### src/design/ocp_pkg.sv
// shared types and constants for the omnidirectional camera projector
`default_nettype none

package ocp_pkg;

    // configuration register indexes
    localparam int CFG_AW = 3;
    localparam int CFG_DW = 28;
    localparam logic [CFG_AW-1:0] REG_CENTER_FIRST  = 3'd0;
    localparam logic [CFG_AW-1:0] REG_CENTER_SECOND = 3'd1;
    localparam logic [CFG_AW-1:0] REG_AFFINE_C      = 3'd2;
    localparam logic [CFG_AW-1:0] REG_AFFINE_D      = 3'd3;
    localparam logic [CFG_AW-1:0] REG_AFFINE_E      = 3'd4;
    localparam logic [CFG_AW-1:0] REG_POLY_TERMS    = 3'd5;

    // last count value of each iterative phase
    localparam logic [5:0] SQRT_LAST   = 6'd31;
    localparam logic [5:0] CORDIC_LAST = 6'd23;
    localparam logic [5:0] DIV_LAST    = 6'd54;

    // datapath operations, one per cycle
    typedef enum logic [4:0] {
        OP_NOP,
        OP_LOAD,
        OP_CAPTURE,
        OP_SQ_X,
        OP_SQ_Y,
        OP_AXIS,
        OP_SQRT,
        OP_CORDIC_INIT,
        OP_CORDIC,
        OP_RHO_INIT,
        OP_H_HI,
        OP_H_LO,
        OP_DIV_INIT,
        OP_DIV,
        OP_UX_HI,
        OP_UX_LO,
        OP_UY_HI,
        OP_UY_LO,
        OP_XP_HI,
        OP_XP_LO,
        OP_YP_HI,
        OP_YP_LO,
        OP_FC_HI,
        OP_FC_LO,
        OP_FD_HI,
        OP_FD_LO,
        OP_F_OUT,
        OP_SE_HI,
        OP_SE_LO,
        OP_S_OUT
    } dp_op_t;

    typedef struct packed {
        dp_op_t     op;
        logic [4:0] step;
        logic       rd_en;
    } cmd_t;

    typedef struct packed {
        logic n2_zero;
    } status_t;

endpackage

`default_nettype wire

### src/design/ocp_ctrl.sv
// sequencer that steps the projection datapath through its phases
`default_nettype none

module ocp_ctrl #(
    parameter int MAX_TERMS = 16,
    parameter int AW        = 4
) (
    input  logic               clk,
    input  logic               rst_n,
    input  logic               start,
    input  logic               op,
    input  logic [4:0]         poly_terms,
    input  ocp_pkg::status_t   status,
    output ocp_pkg::cmd_t      cmd,
    output logic [AW-1:0]      rd_addr,
    output logic               busy,
    output logic               done
);
    import ocp_pkg::*;

    typedef enum logic [4:0] {
        S_IDLE, S_SQX, S_SQY, S_CHECK, S_SQRT, S_CINIT, S_CORDIC, S_RHO,
        S_HHI, S_HLO, S_DINIT, S_DIV, S_UXH, S_UXL, S_UYH, S_UYL,
        S_XPH, S_XPL, S_YPH, S_YPL, S_FCH, S_FCL, S_FDH, S_FDL, S_FOUT,
        S_SEH, S_SEL, S_SOUT
    } state_t;

    localparam logic [5:0] MaxT6 = 6'(MAX_TERMS);

    state_t        state_reg, state_next;
    logic [5:0]    cnt_reg, cnt_next;
    logic [AW-1:0] kidx_reg, kidx_next;
    logic          done_reg, done_next;
    logic [5:0]    terms6;
    logic [AW-1:0] last_idx;

    // clamp the term count to the table
    always_comb
    begin
        if (poly_terms == 5'd0)
            terms6 = 6'd1;
        else if (6'(poly_terms) > MaxT6)
            terms6 = MaxT6;
        else
            terms6 = 6'(poly_terms);
        last_idx = AW'(terms6 - 6'd1);
    end

    // next state and datapath command
    always_comb
    begin
        state_next = state_reg;
        cnt_next   = cnt_reg;
        kidx_next  = kidx_reg;
        done_next  = 1'b0;
        cmd.op     = OP_NOP;
        cmd.step   = cnt_reg[4:0];
        cmd.rd_en  = 1'b0;
        rd_addr    = last_idx;
        unique case (state_reg)
            S_IDLE:
            begin
                if (start)
                begin
                    if (op)
                    begin
                        cmd.op     = OP_CAPTURE;
                        state_next = S_SQX;
                    end
                    else
                        cmd.op = OP_LOAD;
                end
            end
            S_SQX:
            begin
                cmd.op     = OP_SQ_X;
                state_next = S_SQY;
            end
            S_SQY:
            begin
                cmd.op     = OP_SQ_Y;
                state_next = S_CHECK;
            end
            S_CHECK:
            begin
                cnt_next = '0;
                if (status.n2_zero)
                begin
                    cmd.op     = OP_AXIS;
                    done_next  = 1'b1;
                    state_next = S_IDLE;
                end
                else
                    state_next = S_SQRT;
            end
            S_SQRT:
            begin
                cmd.op   = OP_SQRT;
                cnt_next = cnt_reg + 6'd1;
                if (cnt_reg == SQRT_LAST)
                    state_next = S_CINIT;
            end
            S_CINIT:
            begin
                cmd.op     = OP_CORDIC_INIT;
                cmd.rd_en  = 1'b1;
                kidx_next  = last_idx;
                cnt_next   = '0;
                state_next = S_CORDIC;
            end
            S_CORDIC:
            begin
                cmd.op   = OP_CORDIC;
                cnt_next = cnt_reg + 6'd1;
                if (cnt_reg == CORDIC_LAST)
                    state_next = S_RHO;
            end
            S_RHO:
            begin
                cmd.op = OP_RHO_INIT;
                if (kidx_reg == '0)
                    state_next = S_DINIT;
                else
                    state_next = S_HHI;
            end
            S_HHI:
            begin
                cmd.op     = OP_H_HI;
                cmd.rd_en  = 1'b1;
                rd_addr    = kidx_reg - AW'(1);
                state_next = S_HLO;
            end
            S_HLO:
            begin
                cmd.op    = OP_H_LO;
                kidx_next = kidx_reg - AW'(1);
                if (kidx_reg == AW'(1))
                    state_next = S_DINIT;
                else
                    state_next = S_HHI;
            end
            S_DINIT:
            begin
                cmd.op     = OP_DIV_INIT;
                cnt_next   = '0;
                state_next = S_DIV;
            end
            S_DIV:
            begin
                cmd.op   = OP_DIV;
                cnt_next = cnt_reg + 6'd1;
                if (cnt_reg == DIV_LAST)
                    state_next = S_UXH;
            end
            S_UXH: begin cmd.op = OP_UX_HI; state_next = S_UXL; end
            S_UXL: begin cmd.op = OP_UX_LO; state_next = S_UYH; end
            S_UYH: begin cmd.op = OP_UY_HI; state_next = S_UYL; end
            S_UYL: begin cmd.op = OP_UY_LO; state_next = S_XPH; end
            S_XPH: begin cmd.op = OP_XP_HI; state_next = S_XPL; end
            S_XPL: begin cmd.op = OP_XP_LO; state_next = S_YPH; end
            S_YPH: begin cmd.op = OP_YP_HI; state_next = S_YPL; end
            S_YPL: begin cmd.op = OP_YP_LO; state_next = S_FCH; end
            S_FCH: begin cmd.op = OP_FC_HI; state_next = S_FCL; end
            S_FCL: begin cmd.op = OP_FC_LO; state_next = S_FDH; end
            S_FDH: begin cmd.op = OP_FD_HI; state_next = S_FDL; end
            S_FDL: begin cmd.op = OP_FD_LO; state_next = S_FOUT; end
            S_FOUT: begin cmd.op = OP_F_OUT; state_next = S_SEH; end
            S_SEH: begin cmd.op = OP_SE_HI; state_next = S_SEL; end
            S_SEL: begin cmd.op = OP_SE_LO; state_next = S_SOUT; end
            S_SOUT:
            begin
                cmd.op     = OP_S_OUT;
                done_next  = 1'b1;
                state_next = S_IDLE;
            end
            default: state_next = S_IDLE;
        endcase
    end

    // state and registered strobe
    always_ff @(posedge clk or negedge rst_n)
    begin
        if (!rst_n)
        begin
            state_reg <= S_IDLE;
            cnt_reg   <= '0;
            kidx_reg  <= '0;
            done_reg  <= 1'b0;
        end
        else
        begin
            state_reg <= state_next;
            cnt_reg   <= cnt_next;
            kidx_reg  <= kidx_next;
            done_reg  <= done_next;
        end
    end

    assign busy = (state_reg != S_IDLE);
    assign done = done_reg;

endmodule

`default_nettype wire

### config.mk
export PLATFORM = sky130hd
export DESIGN_NAME = ocp_ctrl
export DESIGN_NICKNAME = d
export VERILOG_FILES = /design/src/design/ocp_pkg.sv /design/src/design/ocp_ctrl.sv
export SDC_FILE = /design/constraint.sdc
export NUM_CORES = 1
export LEC_CHECK = 0
export BUFFER_PORTS_ARGS = -buffer_cell sky130_fd_sc_hd__buf_2
export CAP_MARGIN = 20
export CORE_MARGIN = 5
export CORE_UTILIZATION = 35
export CTS_BUF_LIST = sky130_fd_sc_hd__clkbuf_8
export DETAILED_ROUTE_END_ITERATION = 7
export GPL_TIMING_DRIVEN = 0
export SYNTH_ARGS = -nofsm -noshare
export SYNTH_HDL_FRONTEND = slang
export SYNTH_SLANG_ARGS = --single-unit
### constraint.sdc
create_clock -name clk -period 2.41 [get_ports clk]
set_clock_uncertainty 0.15 [all_clocks]
set_input_delay 0.1205 -clock clk [delete_from_list [all_inputs] [get_ports clk]]
set_output_delay 0.1205 -clock clk [all_outputs]
set_load 0.03 [all_outputs]
Yosys cells after proc, flatten, opt, wreduce, memory -nomap -nowiden. Cells that the tools add are included.

Register bits after elaboration: 16. Input bits: 10. Output and inout port bits: 17. Logic and storage cells: 75.

Add/subtract/negate cells: 3. Order comparisons: 1. Eq/ne operators: 36. Muxes and demuxes: 21. Reductions and logical operators: 10.

Operator list (count): 5-bit case mux with 28 select lines (1); 5-bit case mux with 27 select lines (1); 5-bit == test (second input constant) (12); 5-bit by 4-bit == test with 1-bit output (second input constant) (8); 5-bit two-way mux (5); 5-bit by 3-bit == test with 1-bit output (second input constant) (4); 6-bit by 5-bit == test with 1-bit output (second input constant) (2); 4-bit two-way mux (3); 6-bit case mux with 2 select lines (1); 5-bit by 2-bit == test with 1-bit output (second input constant) (2); 5-bit logical NOT (2); 2-bit inequality test (second input constant) (5); 2-bit two-way mux (4); 4-bit case mux with 2 select lines (1); 4-bit by 1-bit subtractor with 4-bit output (second input constant) (2); 6-bit by 1-bit adder with 6-bit output (second input constant) (1); 6-bit == test (second input constant) (1); 3-bit two-way mux (2); 3-bit OR reduction (2); 5-bit by 1-bit == test with 1-bit output (second input constant) (1); 5-bit greater-than comparator (second input constant) (1); 5-bit AND reduction (1); 5-bit nonzero test (1); 4-bit by 1-bit == test with 1-bit output (second input constant) (1); 5 further kinds (7).

Logic depth before layout (Yosys ltp).
Depth after elaboration: 5. Depth in mapped cells: 6. Depth with buffers taken out: 6.

Worst setup path before layout. Ideal clock, no wire load.

Kind: reg2out. From: register state_reg[2]. To: output port cmd[6] (netlist name). Arrival time: 1.719 ns. Data required time: 2.139 ns. Path slack: 0.421 ns. Cell stages (with the launch flop): 5. Buffers on the path: 2. Cell sequence: dfrtp_1 -> buf_2 -> clkbuf_1 -> nor4_1 -> o32ai_1.

RTL lines: from (decl) (RTL line ocp_ctrl.sv:30) `state_t state_reg, state_next;`; from (signal assigned) (RTL line ocp_ctrl.sv:192) `state_reg <= state_next;`; to (decl) (RTL line ocp_ctrl.sv:14) `output ocp_pkg::cmd_t cmd,`.

Worst setup path after layout.
From: register state_reg[4]. To: output port rd_addr[0].

Cells in the longest elaborated chain, start to end: 2.

RTL lines: 5-bit by 4-bit == test with 1-bit output (RTL line ocp_ctrl.sv:60) `unique case (state_reg)`; 4-bit two-way mux (RTL line ocp_ctrl.sv:60); to (decl) (RTL line ocp_ctrl.sv:15) `output logic [AW-1:0] rd_addr,`.

Every way passes these cells.

==> results.md <==
* First-pass iteration count of the detailed router at 4
* Pleak at 0.773 nW
* CP max FO at 8
* Total internal power at 1.09 mW
* Cell depth of the worst hold path at 3
* Max-cap viol count at 0
* Post-Syn Area at 0.00138 mm^2
* Slew of the pin with the lowest slew margin at 430 ps
* Share of cells above drive strength 1 at 0.262
* Async SR Flop Fraction at 1.00
* Area grow syn2layout at 18.5%
* Clock power share at 0.107
* Sequential-to-total area share from yosys stat at 0.291
* Die height at 72.7 um
* Setup TNS at 0 ps
* Post-synthesis mux area share at 0.00727
* Final Non-Filler Cells at 239
* Number of port buffers at 26
* EDFF count, synth at 0
* Core footprint at 0.00374 mm^2
* HPWL after DPL at 2.68 mm
* TritonCTS clock tree: built
* Part of the cycle the worst path needs at 0.900
* Avg WL per Cell at 15.1 um
* Critical Path RT at 2140 ps
* GPL Wtd Cong at 0.888
* Max Root-Sink Buffers at 2
* Max-slew violations at 0
* Cts bufs inserted at 3
* Final ANT Viol Nets at 0
* Synth warn at 0
* Buffers & Inverters on Critical Path at 2
* Largest family of logic cells by synthesized area: compound AO/OA/AOI/OAI gates
* Clock transition at path regs at 70 ps
* Initial core utilization at 0.368
* Root buffer cell: clkbuf_8
* XOR/XNOR Fraction of Synth Area at 0.0318
* Synthesized Nets at approximately 180
* Iteration-0 DRC Markers at 64
* Die Span X at 72.7 um
* CP top delay family: simple AND/OR/NAND/NOR gates
* Fraction of the mapped netlist area in adder cells at 0.0545
* Sequential power share at 0.223
* Reg-to-reg startpoint: state_reg[4]
* Antenna violations before repair at 0
* GRT overflow at 0
* Via count at 1312
* Hold violation count in the final report at 0
* Syn_area_per_cell at 8.61 um^2
* Hold path startpoint: poly_terms[4]
* Switch share at 0.517
* Count of final setup violators at 0
* Status: complete, no violations
* Worst skew pair latency at roughly 250 ps
* Cell variety after synth at 57
* Residual DRC at 0
* Mapped Cells at 160
* Switching power at 1.17 mW
* Hold Path Sink: kidx_reg[3]
* # nets final at 208
* Critical path startpoint category: register
* CTS H-tree depth at 1
* Yosys reg bits at 16
* Tot GR Track Use at 0.144
* RSZ-0062 raised after global routing: no
* Pwr dens at 1390 mW/mm^2
* Largest net degree at the start of global routing at 17
* Die area at 0.00529 mm^2
* Slowest CP cell: dfrtp_1
* Cells after DPL at between 200 and 250
* Setup CP Type: reg2out
* Crit end category: output pin
* Post-synth top area share at 0.291
* Worst reg2reg path depth at 4
* Post-CTS Setup Inserts at 0
* Area leader, netlist: dfrtp_1
* Number of global-route vias before repair at 1355
* First-pass GRT wire length at 6.25 mm
* Crit path time final at ~2200 ps
* Max-slew headroom at 0.711
* Row Count at 22
* Max reg flops at 6
* RR Endpoint: kidx_reg[2]
* Final Util at 0.436
* Crit path cell chain: or2_4 -> or3_1 -> buf_6 -> a21oi_1 -> buf_2
* # IOs at 27
* Predominant post-synthesis flop cell: dfrtp_1
* Max VDD drop at 0.358 mV
* WP data arrival at 1900 ps
* Post-Synth Simple-Gate Area at 0.239
* Max Freq at 461 MHz
* Reg2Reg Setup Slack at 510 ps
* Top post-synthesis cells by area: dfrtp_1 (29%), ha_1 (5.4%), nand2b_1 (3.6%)
* Synth Area in Compound Gates at 0.292
* ANT cells at 0
* Routed WL at 3.60 mm
* Clock sink total at 16
* Total power at between 2 and 2.5 mW
* Max stage delay on crit path at 450 ps
* Routed vias/inst at around 5.5
* Min-Delay Path Class: in2reg
* Combinational Power Share at 0.669
[power groups by stage]
stage | registers [mW] | logic [mW] | clock network, mW
finish | 0.506 | 1.52 | 0.243
global route | 0.528 | 1.66 | 0.258
CTS | 0.501 | 1.51 | 0.247
detailed placement | 0.507 | 1.50 | 0
global placement | 0.499 | 1.48 | 0
floorplan | 0.480 | 1.16 | 0
[worst max path at each step]
| stage | startpoint | end | slack [ps] | depth (start not counted) |
|---|---|---|---|---|
| 3_3_place_gp | state_reg[4] | rd_addr[1] | 550 | 5 |
| 5_1_grt | state_reg[4] | rd_addr[0] | 150 | 5 |
| 2_1_floorplan | state_reg[2] | cmd[6] | 420 | 4 |
| 4_1_cts | state_reg[4] | rd_addr[0] | 240 | 5 |
| 6_report | state_reg[4] | rd_addr[0] | 240 | 5 |
| 3_5_place_dp | state_reg[4] | rd_addr[0] | 530 | 5 |
[worst reg2reg max path, stage by stage (launching register included)]
cell and delay (ps):
dfrtp_1 450, nor3b_2 440, a21boi_1 450, o211a_1 220, o22ai_1 80
[metal layers]
metal,part of all wire,GRT usage
met5,0,0
met4,0.0097,0.0574
met3,0.041,0.0234
met2,0.49,0.241
met1,0.46,0.183
[metrics by stage]
step,hold slack [ps],instance area (um^2),setup slack [ps]
after CTS,69.7,1630,244
after detailed placement,-84.1,1570,527
after floorplan,-325,1380,421
final,70.4,1630,240
after global placement,-93.8,1570,551
after global routing,104,1630,153
[logic make-up (layout without fill, tap and decap cells)]
kind of cell	after synthesis	in the layout
and+or+nand+nor	57	57
AOI/OAI and AO/OA	54	54
buffers and inverters	21	52
DFF	16	16
adders and majority gates	6	6
xor gates and xnor gates	5	5
muxes	1	1
[layout make-up]
cell class | count | area (um^2)
Fill cell | 407 | 2110
Buffer | 15 | 93.8
Inverter | 6 | 22.5
Tap cell | 48 | 60.1
Timing Repair Buffer | 27 | 140
Multi-Input combinational cell | 123 | 861
Clock buffer | 4 | 55.1
Sequential cell | 16 | 400
[synthesized netlist by cell type (2+ instances only)]
library cell	number
o31ai_1	4
ha_1	6
a211oi_1	4
or3_1	2
nor3_1	5
xnor2_1	2
and3_1	2
o21ai_0	2
o22ai_1	2
nand4b_1	2
o21ai_1	10
nand2_1	12
nor2_1	6
and2b_1	2
dfrtp_1	16
clkbuf_1	2
nor2b_1	2
and3b_1	2
o211a_1	2
inv_1	6
o2bb2ai_1	3
buf_2	6
a21oi_1	6
buf_4	6
or2_1	2
a31oi_1	2
xor2_1	3
nand2b_1	8
nand3_1	5
[layout by cell type, fill, tap and decap left out, types with 3 or more instances in the layout]
cell type / synthesis / routed
nor2_1: 6 / 6
buf_4: 6 / 6
inv_1: 6 / 6
nand2b_1: 8 / 8
buf_2: 6 / 32
clkbuf_8: 0 / 4
o21ai_1: 10 / 10
ha_1: 6 / 6
a21oi_1: 6 / 6
a211oi_1: 4 / 4
nor3_1: 5 / 5
xor2_1: 3 / 3
o31ai_1: 4 / 4
nand2_1: 12 / 12
o2bb2ai_1: 3 / 3
dfrtp_1: 16 / 16
nand3_1: 5 / 5
[repair_timing]
action / in CTS / in global routing
gates resized for setup: 0 / 0
hold endpoints to repair: 16 / 0
hold buffers: 1 / 0
Note: power is estimated with default switching activity, not from simulation.
